--- config.mk ---
export PLATFORM = sky130hd
export DESIGN_NAME = rv64se_ram
export DESIGN_NICKNAME = d
export VERILOG_FILES = /design/src/hw/rtl/rv64_subset_execute_unit_macros.svh /design/src/hw/rtl/rv64se_ram.sv
export SDC_FILE = /design/constraint.sdc
export NUM_CORES = 1
export LEC_CHECK = 0
export CAP_MARGIN = 25
export CORE_ASPECT_RATIO = 1.1
export CORE_MARGIN = 8
export CORE_UTILIZATION = 52
export DETAILED_ROUTE_END_ITERATION = 12
export DONT_BUFFER_PORTS = 1
export PLACE_DENSITY_LB_ADDON = 0.12
export SLEW_MARGIN = 20
export SYNTH_ARGS = -nofsm -noshare
export SYNTH_HDL_FRONTEND = slang
export SYNTH_SLANG_ARGS = --single-unit
--- constraint.sdc ---
create_clock -name i_clk -period 8.3 [get_ports i_clk]
set_input_delay 0.415 -clock i_clk [delete_from_list [all_inputs] [get_ports i_clk]]
set_output_delay 0.415 -clock i_clk [all_outputs]
set_load 0.01 [all_outputs]
--- src/hw/rtl/rv64_subset_execute_unit_macros.svh ---
// assertion macros shared by the rtl of the rv64 subset execute unit
// no dependencies; each macro is empty when SYNTHESIS is defined
`ifndef RV64_SUBSET_EXECUTE_UNIT_MACROS_SVH
`define RV64_SUBSET_EXECUTE_UNIT_MACROS_SVH

`ifndef SYNTHESIS
// property checked on every edge outside reset
`define RSE_ASSERT_RST(label, clk, rst_n, prop, msg) \
    label: assert property (@(posedge clk) disable iff (!rst_n) prop) else $error(msg);
// antecedent in one cycle implies consequent in the next
`define RSE_ASSERT_NEXT(label, clk, rst_n, ante, cons, msg) \
    label: assert property (@(posedge clk) disable iff (!rst_n) (ante) |=> (cons)) \
        else $error(msg);
`else
`define RSE_ASSERT_RST(label, clk, rst_n, prop, msg)
`define RSE_ASSERT_NEXT(label, clk, rst_n, ante, cons, msg)
`endif

`endif

--- src/hw/rtl/rv64se_ram.sv ---
// generic single-port-write, single-port-read ram with registered read data
// no dependencies; read returns the old contents on a same-address write
`timescale 1ns / 1ps

module rv64se_ram #(
    parameter int WIDTH = 32,
    parameter int DEPTH = 16
) (
    input  logic                     i_clk,
    input  logic                     i_we,
    input  logic [$clog2(DEPTH)-1:0] i_waddr,
    input  logic [WIDTH-1:0]         i_wdata,
    input  logic [$clog2(DEPTH)-1:0] i_raddr,
    output logic [WIDTH-1:0]         o_rdata
);

    logic [WIDTH-1:0] r_mem [DEPTH];
    logic [WIDTH-1:0] r_rdata;

    always_ff @(posedge i_clk) begin
        if (i_we) begin
            r_mem[i_waddr] <= i_wdata;
        end
    end

    always_ff @(posedge i_clk) begin
        r_rdata <= r_mem[i_raddr];
    end

    assign o_rdata = r_rdata;

endmodule

-- Word level (Yosys, flattened, before mapping)
Memory sizes are Yosys's and may differ from the RTL's. A register that Yosys moved wholly into a read port is not among the register bits.
Index checks and enable logic that the tools add are counted.
- memories: 1
- register bits after elaboration: 0
- memory bits (writable): 512
- mux-type cells: 2
- memory list (name ; depth ; width ; read ports ; clocked after Yosys merged registers in ; wr ports ; line ; RTL):
    r_mem ; 16 ; 32 ; 1 ; 1 ; 1 ; rv64se_ram.sv:17 ; logic [WIDTH-1:0] r_mem [DEPTH];
- operators with widths (cell ; count):
    two-way mux 1 bit ; 2

-- Longest topological paths before layout
- word-level depth: 2
- gate-level depth with buffers: 5

-- Least setup slack after synthesis
No wires, ideal clock.
- path type: input-to-reg
- from: input port i_waddr[2]
- to: memory r_mem[0][0] (enable)
- arrival: 3133 ps
- path slack: 4705 ps
- stages on the path: 2
- setup time: 461 ps
- cell sequence: or3b_2 nor3_1
- RTL lines (what ; line ; RTL):
    start: declaration ; rv64se_ram.sv:11 ; input logic [$clog2(DEPTH)-1:0] i_waddr,
    end: declaration ; rv64se_ram.sv:17 ;
No word-level cell before the write port.

-- Worst setup path after layout
- from: input port i_we
- to: memory r_mem[13][29] (enable)
- word-level cells in the longest chain between the ends: 2
- ends and longest elaborated chain (what ; line ; RTL):
    start: declaration ; rv64se_ram.sv:10 ; input logic i_we,
    two-way mux 1 bit ; rv64se_ram.sv:21 ; if (i_we) begin
    two-way mux 1 bit (not written as such) ; rv64se_ram.sv:22 ; r_mem[i_waddr] <= i_wdata;
Every way passes these cells.

==> metrics.cfg <==
[outcome]
status = completed

[global_route]
antenna_found_initial = 1
grt_pass1_vias = 9525
grt_usage_pct = 17.69
grt_max_degree = 129
grt_overflow = 0
grt_pass1_wl_um = 60040

[timing]
clock.fmax_ghz = 0.6326
period_share_pct = 19.04
fin_ws_ns = 6.719
tightest_slew_ns = 0.7110
tns_ns = 0
rsz0062_at_grt = false
finalClockSkew_ns = 0.01211
final_hold_viol_count = 0
maxSlewViolCount = 0
finalSetupViolCount = 0
post-route-min-period_ns = 1.581
slew_headroom_pct = 52.49

[layout]
drive_gt1_share_pct = 25.90
finish.instance_area_um2 = 22780
area_delta_synth_final_pct = 14.75
fillCellCount = 2656
layout.nets = 944
utilization_pct = 60.10

[routing]
ant_nets = 0
routedWlPerCell_um = 27.20
drtIter0Drc = 702
drcViolationCount = 0
wl_um = 39360
vias = 8715
drt_first_pass_iters = 5
viasPerCell = 6.023

[critical_path]
reg2regPathDepth = 3
worst_path_max_delay_cell = nor2_4
required_ns = 8.53
end_kind = flip-flop
crit_arrival_ns = 1.81
criticalPathCategory = in2reg
crit_chain = nand3_1, nor2_4, buf_4
rrSetupSlack_ns = 6.88
cp_max_fo = 17
r2r_end = o_rdata[17]
critPathMaxStageDelay_ns = 0.64
start_kind = input pin
rr_startpoint = r_mem[11][17]

[placed_design]
globalplace.congestion = 0.6994
dpl_cell_area_um2 = 20680
place_ws_ns = 6.123
hpwl_um = 21540
portBuffers = 0

[die]
die_h_um = 220.9
coreArea_um2 = 37910
row_count = 75
dieArea_um2 = 44700
initial_utilization_pct = 52.37
die_w_um = 202.3
num_io_pins = 74

[synthesis]
ys_types = 18
synth_nets = 880
syn_area_per_cell_um2 = 23.69
yosys_warnings = 0
syn_inst = 838
ys_ff_latch = 544
ys_seq_area_share_pct = 80.67
synth_area_um2 = 19850

[min_path]
whs_path_depth = 3
min_from = i_raddr[1]
hold_path_class = in2reg
min_delay_worst_endpoint = o_rdata[21]

[pwr]
total_power_mw = 5.652
powerDensity_nw_per_um2 = 248.1
p_leak_nw = 7.164
irDropWorstVdd_mv = 0.1898

[clocking]
cts_resized = 0
h-tree-depth = 2
cts_tree = done
clk_pin_slew_ns = 0.06
clk_path_buf_depth = 3
cts-root-buf = clkbuf_16
cts_buffers = 53
clock-sinks = 544
worstSkewPairLatency_ns = 0.57

[run]
cap_violations = 0

[logic make-up after synthesis]
family	share of synthesized area, %
muxes	14.52
AOI/OAI and AO/OA	2.420
buffers and inverters	1.122
and+or+nand+nor	1.273
DFF	80.67
[final cells by class]
| class | instances | area (um^2) | area share, % |
|---|---|---|---|
| Sequential cell | 544 | 16020 | 70.30 |
| Clock inverter | 13 | 122.6 | 0.5382 |
| Tap cell | 500 | 625.6 | 2.746 |
| Timing Repair Buffer | 52 | 665.6 | 2.922 |
| Antenna cell | 1 | 2.502 | 0.01098 |
| Multi-Input combinational cell | 251 | 3749 | 16.45 |
| Clock buffer | 86 | 1603 | 7.035 |
[repair_timing]
action	4_1_cts	5_1_grt
hold endpoints to repair	512	0
buffers inserted	0	0
endpoints found under the setup margin	0	0
hold buffers	32	0
[registers in the layout (all words and copies together) (netlist names)]
name / cells
o_rdata: 32
r_mem: 512
[worst max-delay path by stage]
stage / start / endpoint / slack [ns] / depth (start not counted)
5_1_grt: i_we / r_mem[13][29] / 6.64 / 3
6_report: i_we / r_mem[13][29] / 6.72 / 3
2_1_floorplan: i_waddr[2] / r_mem[0][0] / 4.71 / 2
3_5_place_dp: i_we / r_mem[13][28] / 6.12 / 3
3_3_place_gp: i_waddr[2] / r_mem[1][3] / 6.01 / 2
4_1_cts: i_we / r_mem[13][29] / 6.72 / 3
[routing by layer]
| layer | wire length [um] | vias up | track usage, % |
|---|---|---|---|
| li1 | - | 3701 | - |
| met3 | 2234 | 55 | 3.712 |
| met2 | 19650 | 244 | 28.50 |
| met1 | 16650 | 4715 | 24.41 |
| met5 | 0 | - | 0 |
| met4 | 822 | 0 | 4.963 |
[power by group]
group          internal (mW)  total [mW]  switching [mW]  leakage, nW
Sequential              3.07        3.10          0.0306         4.89
Combinational          0.102       0.210           0.108         1.42
Clock                   1.38        2.34           0.960        0.845
Total                   4.55        5.65            1.10         7.16
[cell usage in the layout (no fill, tap or decap)]
cell type and n:
or3b_2 1, nor3_2 4, dfxtp_1 32, and2_1 1
inv_6 2, buf_16 6, edfxtp_1 512, clkinv_1 2
nand2_1 33, buf_12 6, buf_4 8, diode_2 1
nor2_4 13, a22oi_1 64, nor2b_4 2, nand2b_1 2
mux4_2 128, clkbuf_8 11, clkbuf_1 20, clkinvlp_4 1
bufinv_16 2, clkbuf_16 55, nand3b_1 2, dlygate4sd3_1 32
nand3_1 1, clkinv_2 6
[cell usage after synthesis (all sizes together)]
cell type	number	area, um^2
nand2	33	123.9
a22oi	64	480.5
mux4	128	2883
nor2b	2	12.51
buf	26	158.9
clkbuf	17	63.81
nor3	4	20.02
nand3	1	5.000
nand3b	2	15.01
or3b	1	8.760
and2	1	6.260
nor2	13	48.80
dfxtp	32	640.6
nand2b	2	12.51
edfxtp	512	15370
[per-stage QoR]
stage          std cells  hold slack (ns)
6_report            1447           0.1942
4_1_cts             1444           0.1641
2_1_floorplan        838           0.5139
3_3_place_gp        1303           0.5148
5_1_grt             1447           0.1862
3_5_place_dp        1313           0.5149
[worst max-delay path, delay by kind of cell]
kind                   cells  cell delay (ns)
buffers and inverters      1             0.44
and+or+nand+nor            2             0.93
Note: power is estimated with default switching activity, not from simulation.
